--- src/sv/sdf_pkg.sv ---
// Shared constants, types and arithmetic unit sizes for the SDF primitive evaluator.
`default_nettype none

package sdf_pkg;

  // Fixed-point formats
  localparam int FRAC_BITS = 10;
  localparam int COORD_W   = 21;
  localparam int QUAT_FRAC = 14;
  localparam int DIST_W    = 24;
  localparam int CFG_W     = 64;
  localparam int LEN_W     = 20;

  // Pipelined restoring divider: one quotient bit per stage
  localparam int DIV_NUM_W = 52;
  localparam int DIV_DEN_W = 21;
  localparam int DIV_QUO_W = 32;
  localparam int DIV_LAT   = DIV_QUO_W + 1;

  // Pipelined integer square root: one root bit per stage
  localparam int SQRT_OUT_W = 32;
  localparam int SQRT_IN_W  = 2 * SQRT_OUT_W;
  localparam int SQRT_REM_W = SQRT_OUT_W + 2;
  localparam int SQRT_LAT   = SQRT_OUT_W + 1;

  typedef enum logic [2:0] {
    SHAPE_SPHERE   = 3'd0,
    SHAPE_BOX      = 3'd1,
    SHAPE_CAPSULE  = 3'd2,
    SHAPE_CYLINDER = 3'd3,
    SHAPE_CONE     = 3'd4,
    SHAPE_TORUS    = 3'd5
  } shape_kind_e;

  typedef enum logic [2:0] {
    CFG_CENTRE   = 3'd0,
    CFG_QUAT     = 3'd1,
    CFG_SCALE    = 3'd2,
    CFG_KIND     = 3'd3,
    CFG_RADIUS   = 3'd4,
    CFG_RADIUS2  = 3'd5,
    CFG_HEIGHT   = 3'd6,
    CFG_EXTENT   = 3'd7
  } cfg_idx_e;

  // Reset values: identity rotation, unit scale, unit sizes
  localparam logic [COORD_W-1:0]   ONE_COORD = COORD_W'(1 << FRAC_BITS);
  localparam logic [LEN_W-1:0]     ONE_LEN   = LEN_W'(1 << FRAC_BITS);
  localparam logic [CFG_W-1:0]     QUAT_RST  = {16'h4000, 48'h0};
  localparam logic [3*COORD_W-1:0] SCALE_RST = {ONE_COORD, ONE_COORD, ONE_COORD};

endpackage

`default_nettype wire

--- src/sv/sdf_div.sv ---
// Pipelined unsigned restoring divider with quotient overflow detect.
`default_nettype none

module sdf_div (
  input  logic                             clk_i,
  input  logic                             rst_ni,
  input  logic                             valid_i,
  input  logic [sdf_pkg::DIV_NUM_W-1:0]    num_i,
  input  logic [sdf_pkg::DIV_DEN_W-1:0]    den_i,
  output logic                             valid_o,
  output logic [sdf_pkg::DIV_QUO_W-1:0]    quo_o,
  output logic                             ovf_o
);
  import sdf_pkg::*;

  localparam int NST = DIV_QUO_W;

  logic [NST:0]           vld_q;
  logic [NST:0]           ovf_q;
  logic [DIV_DEN_W-1:0]   rem_q [NST+1];
  logic [DIV_QUO_W-1:0]   low_q [NST+1];
  logic [DIV_QUO_W-1:0]   quo_q [NST+1];
  logic [DIV_DEN_W-1:0]   den_q [NST+1];

  logic [DIV_DEN_W:0]     trial_w [NST];
  logic [DIV_DEN_W:0]     diff_w  [NST];
  logic [NST-1:0]         ge_w;
  logic [DIV_DEN_W-1:0]   rem_d   [NST];

  // one quotient bit per stage
  always_comb begin
    for (int k = 0; k < NST; k++) begin
      trial_w[k] = {rem_q[k], low_q[k][DIV_QUO_W-1]};
      diff_w[k]  = trial_w[k] - {1'b0, den_q[k]};
      ge_w[k]    = (trial_w[k] >= {1'b0, den_q[k]});
      rem_d[k]   = ge_w[k] ? diff_w[k][DIV_DEN_W-1:0] : trial_w[k][DIV_DEN_W-1:0];
    end
  end

  // valid bits
  always_ff @(posedge clk_i or negedge rst_ni) begin
    if (!rst_ni) begin
      vld_q <= '0;
    end else begin
      vld_q <= {vld_q[NST-1:0], valid_i};
    end
  end

  // datapath
  always_ff @(posedge clk_i) begin
    rem_q[0] <= DIV_DEN_W'(num_i[DIV_NUM_W-1:DIV_QUO_W]);
    low_q[0] <= num_i[DIV_QUO_W-1:0];
    quo_q[0] <= '0;
    den_q[0] <= den_i;
    ovf_q[0] <= (DIV_DEN_W'(num_i[DIV_NUM_W-1:DIV_QUO_W]) >= den_i);
    for (int k = 0; k < NST; k++) begin
      rem_q[k+1] <= rem_d[k];
      low_q[k+1] <= {low_q[k][DIV_QUO_W-2:0], 1'b0};
      quo_q[k+1] <= {quo_q[k][DIV_QUO_W-2:0], ge_w[k]};
      den_q[k+1] <= den_q[k];
      ovf_q[k+1] <= ovf_q[k];
    end
  end

  assign valid_o = vld_q[NST];
  assign quo_o   = quo_q[NST];
  assign ovf_o   = ovf_q[NST];

endmodule

`default_nettype wire

--- config.mk ---
export PLATFORM = sky130hd
export DESIGN_NAME = sdf_div
export DESIGN_NICKNAME = d
export VERILOG_FILES = /design/src/sv/sdf_pkg.sv /design/src/sv/sdf_div.sv
export SDC_FILE = /design/constraint.sdc
export NUM_CORES = 2
export LEC_CHECK = 0
export BUFFER_PORTS_ARGS = -buffer_cell sky130_fd_sc_hd__buf_2
export CORE_MARGIN = 4
export CORE_UTILIZATION = 30
export DETAILED_ROUTE_END_ITERATION = 10
export PLACE_DENSITY = 0.51
export SLEW_MARGIN = 15
export SYNTH_ARGS = -nofsm -noshare
export SYNTH_HDL_FRONTEND = slang
export SYNTH_SLANG_ARGS = --single-unit
--- constraint.sdc ---
create_clock -name clk_i -period 9.27 [get_ports clk_i]
set_input_delay 1.854 -clock clk_i [delete_from_list [all_inputs] [get_ports clk_i]]
set_output_delay 1.854 -clock clk_i [all_outputs]
set_load 0.02 [all_outputs]
==> impl_metrics.ini <==
[route]
post_drt_via_cell_ratio = 4.46
via_count = 57800
antenna_left = 0
drt_iter0_drc = 3243
wl_per_cell_um = 14.7
drt-total-wl_um = 190000
drc_errors = 0
drtPass1Iterations = 7

[sta]
fin_crit_sh_pct = 43.3
period_needed_ns = 4.01
fmax_ghz = 0.249
hold_viol = 0
drv_slew = 0
clock_skew_ns = 0.0612
fin_setup_tns_ns = 0
relSlewSlack_pct = 24.3
finalSetupViolCount = 0
rsz0062_at_grt = false
fin_ws_ns = 5.26
tightest_slew_ns = 1.12

[global_routing]
grt_usage_pct = 12.0
grt_pass1_vias = 58700
overflow = 0
grt_pass1_wl_um = 309000
antenna_found_initial = 2
grt_max_degree = 42

[synth]
ys_types = 95
synth_seq_cells = 2465
async_reset_ff_share_pct = 1.34
ys_seq_area_share_pct = 54.8
syn-cell-area_mm2 = 0.0904
synth_edf_count = 0
syn_nets = 9271
avgSynthCellArea_um2 = 10.7
yosys_warnings = 0
synth_top_flop_cell = dfxtp_1
syn_inst = 8472

[clock_network]
cts.sinks = 2465
cts_tree = built
cts_hold_buffers = 0
clk_path_buf_depth = 4
post_cts_resize_count = 0
cts-root-buf = clkbuf_16
path_clk_slew_ns = 0.06
cts_buffers = 286
post_cts.repair.setup_buffers = 0
clock_latency_ns = 0.87
ctsHtreeMaxLevel = 5

[place]
place_congestion = 0.844
hpwlAfterDp_um = 142000
placedInstanceArea_mm2 = 0.0956
io_buffers = 109
dp_slack_ns = 5.28

[power]
p_leak_uw = 0.0472
powerDensity_mw_per_mm2 = 404
ir_drop_mv = 0.156
p_total_uw = 42600

[critical_path]
crit_fanout = 37
worstSetupPathType = reg -> reg
worstPathArrival_ns = 4.70
cp-start-kind = flop
crit_required_ns = 9.95
worstSetupEndpointType = flop

[hold_path]
worstHoldPathType = reg -> reg

[layout]
fin_nets = 9564
area_growth_pct = 16.6
fillers = 29600
finalInstanceArea_mm2 = 0.105
layout-drive-gt1-share_pct = 11.1

[floorplan]
rows = 201
ioPinCount = 110
dieArea_mm2 = 0.310
core_area_mm2 = 0.300
dieHeight_um = 557
initial_core_util_pct = 30.2
die_w_um = 557

[job]
max-cap-violations = 0

[outcome]
status = finished clean
[layout by cell type (no fill, tap or decap), types with 96 or more instances in the layout]
| cell | netlist | layout |
|---|---|---|
| a21o_1 | 279 | 279 |
| a21oi_1 | 552 | 552 |
| buf_2 | 56 | 109 |
| clkbuf_16 | 0 | 289 |
| dfxtp_1 | 2432 | 2432 |
| ha_1 | 692 | 692 |
| inv_1 | 877 | 877 |
| mux2_2 | 318 | 318 |
| nand2_1 | 456 | 456 |
| nand2b_1 | 96 | 96 |
| nand3_1 | 105 | 105 |
| nand4_1 | 98 | 98 |
| nor2_1 | 398 | 398 |
| nor3_1 | 101 | 101 |
| o21ai_0 | 453 | 452 |
| xnor2_1 | 315 | 315 |
| xor2_1 | 209 | 209 |
[power by group]
part / leakage, µW / internal [µW] / switching (µW)
Sequential: 0.0209 / 13600 / 1540
Combinational: 0.0216 / 7380 / 8610
Clock: 0.00475 / 6940 / 4460
[metal layers]
metal | track usage [%] | up-vias | routed length (µm)
met3 | 1.83 | 472 | 7160
met1 | 15.4 | 26700 | 88500
li1 | - | 29600 | -
met5 | 0 | - | 0
met4 | 5.63 | 0 | 8890
met2 | 19.8 | 1042 | 85400
[cell families after synthesis]
| group | share of synthesized area [%] |
|---|---|
| buf+inv | 4.32 |
| flops | 54.8 |
| simple gates | 8.13 |
| mux | 4.31 |
| fa+ha+maj | 10.3 |
| xor+xnor | 5.08 |
| compound gates | 13.1 |
[registers in the layout (all words and copies together) (netlist names)]
register	count
ovf_q	33
quo_q	528
low_q	528
rem_q	671
vld_q	33
den_q	672
[path summary, 6_finish.rpt]
check                      depth (start not counted)  slack [ns]            end          start
hold / removal                                     0        0.28  quo_q[16][16]  quo_q[15][47]
hold reg to reg                                    0        0.28  quo_q[16][16]  quo_q[15][47]
setup / recovery                                  13        5.26  rem_q[0][453]  low_q[0][671]
min in group asynchronous                          1        1.06      vld_q[27]         rst_ni
setup reg to reg                                  13        5.26  rem_q[0][453]  low_q[0][671]
max in group asynchronous                          1        7.77      vld_q[12]         rst_ni
[through the flow]
step	util [%]	instances	hold WS, ns
after global routing	35.2	12900	0.268
after floorplan	-	8472	0.310
after global placement	31.9	12400	0.309
after CTS	35.1	12900	0.273
final	35.2	12900	0.281
after detailed placement	31.9	12400	0.312
[Yosys cell counts (63+ instances only)]
cell type / n / area (µm²)
dfxtp_1: 2432 / 48700
inv_1: 877 / 3290
ha_1: 692 / 8660
a21oi_1: 552 / 2760
nand2_1: 456 / 1710
o21ai_0: 453 / 2270
nor2_1: 398 / 1490
mux2_2: 318 / 3580
xnor2_1: 315 / 2760
a21o_1: 279 / 2090
xor2_1: 209 / 1830
nand3_1: 105 / 526
nor3_1: 101 / 505
nand4_1: 98 / 613
nand2b_1: 96 / 601
nor2b_1: 84 / 526
o21bai_1: 81 / 608
clkbuf_1: 63 / 236
[area by class of cell]
type,instances,area (µm²),area share (%)
inverter,878,3300,3.13
antenna,2,5.00,0.00475
multi-input combinational,5000,37100,35.2
clock buffer,400,8170,7.75
sequential,2465,49500,47.0
timing repair buffer,134,748,0.710
clock inverter,106,1560,1.48
tap,3958,4950,4.70
[critical path: stages (launching register included)]
cell and delay (ns):
dfxtp_1 0.31, inv_1 0.05, ha_1 0.17, inv_1 0.06, fa_1 0.39, a21o_1 0.19, a21oi_1 0.26, nor2_1 0.07
o31ai_1 0.47, o32ai_1 0.30, o41ai_4 0.47, a41oi_4 0.59, a21bo_2 0.40, o22ai_1 0.09
Note: power is estimated with default switching activity, not from simulation.
