<file path="src/sv/sdf_pkg.sv">
// Shared constants, types and arithmetic unit sizes for the SDF primitive evaluator.
`default_nettype none

package sdf_pkg;

  // Fixed-point formats
  localparam int FRAC_BITS = 10;
  localparam int COORD_W   = 21;
  localparam int QUAT_FRAC = 14;
  localparam int DIST_W    = 24;
  localparam int CFG_W     = 64;
  localparam int LEN_W     = 20;

  // Pipelined restoring divider: one quotient bit per stage
  localparam int DIV_NUM_W = 52;
  localparam int DIV_DEN_W = 21;
  localparam int DIV_QUO_W = 32;
  localparam int DIV_LAT   = DIV_QUO_W + 1;

  // Pipelined integer square root: one root bit per stage
  localparam int SQRT_OUT_W = 32;
  localparam int SQRT_IN_W  = 2 * SQRT_OUT_W;
  localparam int SQRT_REM_W = SQRT_OUT_W + 2;
  localparam int SQRT_LAT   = SQRT_OUT_W + 1;

  typedef enum logic [2:0] {
    SHAPE_SPHERE   = 3'd0,
    SHAPE_BOX      = 3'd1,
    SHAPE_CAPSULE  = 3'd2,
    SHAPE_CYLINDER = 3'd3,
    SHAPE_CONE     = 3'd4,
    SHAPE_TORUS    = 3'd5
  } shape_kind_e;

  typedef enum logic [2:0] {
    CFG_CENTRE   = 3'd0,
    CFG_QUAT     = 3'd1,
    CFG_SCALE    = 3'd2,
    CFG_KIND     = 3'd3,
    CFG_RADIUS   = 3'd4,
    CFG_RADIUS2  = 3'd5,
    CFG_HEIGHT   = 3'd6,
    CFG_EXTENT   = 3'd7
  } cfg_idx_e;

  // Reset values: identity rotation, unit scale, unit sizes
  localparam logic [COORD_W-1:0]   ONE_COORD = COORD_W'(1 << FRAC_BITS);
  localparam logic [LEN_W-1:0]     ONE_LEN   = LEN_W'(1 << FRAC_BITS);
  localparam logic [CFG_W-1:0]     QUAT_RST  = {16'h4000, 48'h0};
  localparam logic [3*COORD_W-1:0] SCALE_RST = {ONE_COORD, ONE_COORD, ONE_COORD};

endpackage

`default_nettype wire

</file>
<file path="src/sv/sdf_sqrt.sv">
// Pipelined floor integer square root, one root bit per stage.
`default_nettype none

module sdf_sqrt (
  input  logic                           clk_i,
  input  logic                           rst_ni,
  input  logic                           valid_i,
  input  logic [sdf_pkg::SQRT_IN_W-1:0]  rad_i,
  output logic                           valid_o,
  output logic [sdf_pkg::SQRT_OUT_W-1:0] root_o
);
  import sdf_pkg::*;

  localparam int NST = SQRT_OUT_W;

  logic [NST:0]            vld_q;
  logic [SQRT_IN_W-1:0]    rad_q [NST+1];
  logic [SQRT_REM_W-1:0]   rem_q [NST+1];
  logic [SQRT_OUT_W-1:0]   res_q [NST+1];

  logic [SQRT_REM_W+1:0]   cur_w   [NST];
  logic [SQRT_REM_W+1:0]   trial_w [NST];
  logic [SQRT_REM_W+1:0]   diff_w  [NST];
  logic [NST-1:0]          ge_w;

  // bring down two radicand bits, try 4*root+1
  always_comb begin
    for (int k = 0; k < NST; k++) begin
      cur_w[k]   = {rem_q[k], rad_q[k][SQRT_IN_W-1 -: 2]};
      trial_w[k] = {2'b00, res_q[k], 2'b01};
      diff_w[k]  = cur_w[k] - trial_w[k];
      ge_w[k]    = (cur_w[k] >= trial_w[k]);
    end
  end

  // valid bits
  always_ff @(posedge clk_i or negedge rst_ni) begin
    if (!rst_ni) begin
      vld_q <= '0;
    end else begin
      vld_q <= {vld_q[NST-1:0], valid_i};
    end
  end

  // datapath
  always_ff @(posedge clk_i) begin
    rad_q[0] <= rad_i;
    rem_q[0] <= '0;
    res_q[0] <= '0;
    for (int k = 0; k < NST; k++) begin
      rad_q[k+1] <= {rad_q[k][SQRT_IN_W-3:0], 2'b00};
      rem_q[k+1] <= ge_w[k] ? diff_w[k][SQRT_REM_W-1:0] : cur_w[k][SQRT_REM_W-1:0];
      res_q[k+1] <= {res_q[k][SQRT_OUT_W-2:0], ge_w[k]};
    end
  end

  assign valid_o = vld_q[NST];
  assign root_o  = res_q[NST];

endmodule

`default_nettype wire

</file>
<file path="config.mk">
export PLATFORM = sky130hd
export DESIGN_NAME = sdf_sqrt
export DESIGN_NICKNAME = d
export VERILOG_FILES = /design/src/sv/sdf_pkg.sv /design/src/sv/sdf_sqrt.sv
export SDC_FILE = /design/constraint.sdc
export NUM_CORES = 2
export LEC_CHECK = 0
export BUFFER_PORTS_ARGS = -buffer_cell sky130_fd_sc_hd__buf_2
export CAP_MARGIN = 20
export CORE_AREA = 2 2 419 421
export CTS_BUF_LIST = sky130_fd_sc_hd__clkbuf_4
export CTS_CLUSTER_DIAMETER = 100
export DETAILED_ROUTE_END_ITERATION = 12
export DIE_AREA = 0 0 421 423
export PLACE_DENSITY = 0.77
export SYNTH_ARGS = -nofsm -noshare
export SYNTH_HDL_FRONTEND = slang
export SYNTH_MEMORY_MAX_BITS = 65536
export SYNTH_SLANG_ARGS = --single-unit
</file>
<file path="constraint.sdc">
create_clock -name clk_i -period 7.17 [get_ports clk_i]
set_input_delay 1.434 -clock clk_i [delete_from_list [all_inputs] [get_ports clk_i]]
set_output_delay 1.434 -clock clk_i [all_outputs]
set_load 0.03 [all_outputs]
</file>
==> impl_results.md <==
* Synth Net Count at 9892
* Total number of yosys warnings at 0
* IO buf count at roughly 100
* Layout cells sized above 1 at 12.1%
* Clock Skews at 0.150 ns
* Actual slew at the worst max-slew pin at roughly 1.1 ns
* Yosys top cell area share at a little over half
* Post-synthesis sequential area ratio at a little under three fifths
* Mux contribution to synthesized area at less than 1%
* Grt total ovfl at 0
* Slew Limit Fails at 0
* I/O pins at 100
* Smallest hold slack at about 0.16 ns
* Drt drc at 0
* Final instance area at roughly 110000 um^2
* First-pass GRT wire length at approximately 320 mm
* Worst path slowest cell: a31oi_1
* Synth Area per Inst at 10.2 um^2
* Leak at 49.9 nW
* Post-Syn Instances at between 9000 and 10000
* Worst VDD drop at between 0.0002 and 0.0003 V
* Post-synthesis compound-gate area fraction at 12.5%
* Tightest Hold Check Type: input pin to flip-flop
* Synth Cell Area at between 90000 and 100000 um^2
* CP Cell Sequence: inv_1 -> ha_1 -> nor2b_1 -> o21ai_1 -> a21oi_1 -> a2111oi_2 -> o21ai_1 -> o41a_1 -> a31oi_1 -> buf_4 -> inv_1 -> nor2_1 -> a21oi_1
* Area share of xor/xnor cells in the synthesized design at just under 8%
* Clock root buffer: clkbuf_4
* Post-Synth Simple-Gate Area at between 10% and 20%
* Most area-consuming cells after synthesis: dfxtp_1, ha_1, xor2_1
* Final setup vio count at 0
* Final worst path period share at between 60% and 70%
* Post-Route Setup TNS at 0 ns
* Core area at ~170000 um^2
* Asr flop ratio synth at 1.26%
* Routed vias at between 60000 and 70000
* Clk slew on worst S/H paths at around 0.07 ns
* Critical path required time at approximately 8.3 ns
* Top-count cell post-synth: dfxtp_1
* Htree depth at 6
* Syn-to-layout area delta at 11.3%
* EDFF count, synth at 0
* Endpoint type of the worst setup path: flip-flop
* CTS buffer count at 640
* Max Buffers Root-to-Sink at 4
* Crit path launch type: flip-flop
* Drt pass-1 iters at 6
* Die footprint at 178000 um^2
* Core Rows at roughly 150
* Reported max-cap violation count at 0
* RSZ-0062 raised after global routing: no
* CTS Hold Bufs at 9
* Die Span Y at around 420 um
* F_max at ~230 MHz
* Status: finished clean
* Initial Util at between 50% and 60%
* CTS tree: yes
* Synth top cells by count: dfxtp_1, inv_1, nand2_1
* Final nets at ~10000
* HPWL Detailed at around 150 mm
* Post-Synth Adder-Cell Area at 7.41%
* Yosys cell types at between 90 and 100
* Largest family of logic cells by synthesized area: compound AO/OA/AOI/OAI gates
* CP Max Fanout at 31
* Global Route Usage Sum at between 20% and 30%
* Final hold violations at 0
* Ys flop type: dfxtp_1
* Vias in the first global route at around 67000
* Rel. slew slack at around 28%
* Max incr delay on CP at 0.83 ns
* Pwr/cell area at between 300 and 400 nW/um^2
* Sink Count at ~2600
* Critical path class: flip-flop to flip-flop
* Placed cell area at slightly below 100000 um^2
* WL/cell at between 15 and 20 um
* Via density at 5.24
* Clk_lat worst skew at 1.39 ns
* Gpl congestion at about 0.94
* Die X-Extent at roughly 420 um
* Synth area leader: dfxtp_1
* Final ANT Viol Nets at 0
* Buffer and inverter count on the worst path at 3
* CP Data Arrival Time at about 5.6 ns
* Synthesis-stage register bit count at about 2600
* Family with the most delay on the worst path: compound AO/OA/AOI/OAI gates
* DRT iter0 DRCs at 4193
* Antenna violations before repair at 3
* Largest net degree at the start of global routing at 58
* Post-Route WL at a little under 200 mm
* Resized cells post-CTS at 0
* Setup bufs post-CTS at 0
* Fin crit period at between 4 and 5 ns
-- cells in the final DEF, fill, tap and decap left out, types with 22 or more instances in the layout --
| cell type | n |
|---|---|
| dfxtp_1 | 2587 |
| clkbuf_4 | 915 |
| inv_1 | 700 |
| nand2_1 | 654 |
| ha_1 | 562 |
| o21ai_0 | 536 |
| nor2_1 | 535 |
| a21oi_1 | 514 |
| xor2_1 | 435 |
| xnor2_1 | 403 |
| a21o_1 | 235 |
| nor3_1 | 221 |
| nand3_1 | 142 |
| o21a_1 | 124 |
| nor4_1 | 123 |
| nand4_1 | 107 |
| buf_2 | 99 |
| or3_1 | 95 |
| nor2b_1 | 90 |
| clkinv_1 | 89 |
| nand2b_1 | 86 |
| o31ai_1 | 78 |
| or4_1 | 66 |
| a211oi_1 | 60 |
| mux2_2 | 53 |
| a31oi_1 | 46 |
| and3_1 | 45 |
| o21bai_1 | 44 |
| or2_2 | 40 |
| o211ai_1 | 35 |
| dfrtp_1 | 33 |
| and2_1 | 31 |
| nand3b_1 | 30 |
| a211o_1 | 23 |
| inv_2 | 23 |
| clkinv_2 | 22 |
| buf_4 | 22 |
-- per-stage QoR --
step | std cells | setup WS [ns] | util [%] | total power, mW
finish | 12600 | 2.74 | 61.0 | 36.1
global placement | 11500 | 2.96 | 56.4 | 24.4
detailed placement | 11500 | 2.84 | 56.4 | 24.6
floorplan | 9263 | 4.01 | - | 22.8
CTS | 12600 | 2.81 | 61.0 | 36.5
global route | 12600 | 2.42 | 61.0 | 38.3
-- registers in the layout, summed over array words and instances, names as in the netlist --
signal  flops
vld_q      33
res_q     528
rem_q    1003
rad_q    1056
-- metal layers --
metal | GRT usage [%] | vias up | part of all wire [%]
met3 | 4.58 | 502 | 5.2
met4 | 10.3 | 0 | 3.8
met2 | 38.3 | 1750 | 49
li1 | - | 33300 | -
met5 | 0 | - | 0
met1 | 25.8 | 30500 | 42
-- cell families (layout without fill, tap and decap cells) --
group,count (synthesis),in the layout
flip-flops,2620,2620
AND/OR/NAND/NOR,2360,2360
AO/OA/AOI/OAI,1907,1907
buffers and inverters,904,1902
XOR/XNOR,839,839
adder cells (fa/ha/maj),562,562
multiplexers,70,70
other,1,13
-- power breakdown --
part	switching, mW	total (mW)	leakage (nW)	internal [mW]
Clock	5.48	11.8	4.72	6.31
Combinational	3.13	5.68	23.2	2.55
Sequential	1.75	18.6	22.0	16.9
Total	10.4	36.1	49.9	25.7
-- worst paths after layout --
check	cells past startpoint	slack [ns]	from	end
worst min register to register	0	0.22	rad_q[0][636]	rad_q[0][702]
worst max register to register	13	2.74	res_q[0][640]	rem_q[0][725]
worst min-delay path	1	0.16	rad_i[53]	rad_q[0][53]
min in group asynchronous	2	0.64	rst_ni	vld_q[20]
worst max-delay path	13	2.74	res_q[0][640]	rem_q[0][725]
max in group asynchronous	2	6.00	rst_ni	vld_q[10]
-- final cells by class --
type | instances | area, um^2
Tap cell | 2325 | 2910
Antenna cell | 12 | 30.0
Clock inverter | 149 | 975
Clock buffer | 915 | 6870
Timing Repair Buffer | 130 | 751
Inverter | 708 | 2660
Sequential cell | 2620 | 52600
Fill cell | 14300 | 67600
Multi-Input combinational cell | 5739 | 38900
Note: power is estimated with default switching activity, not from simulation.
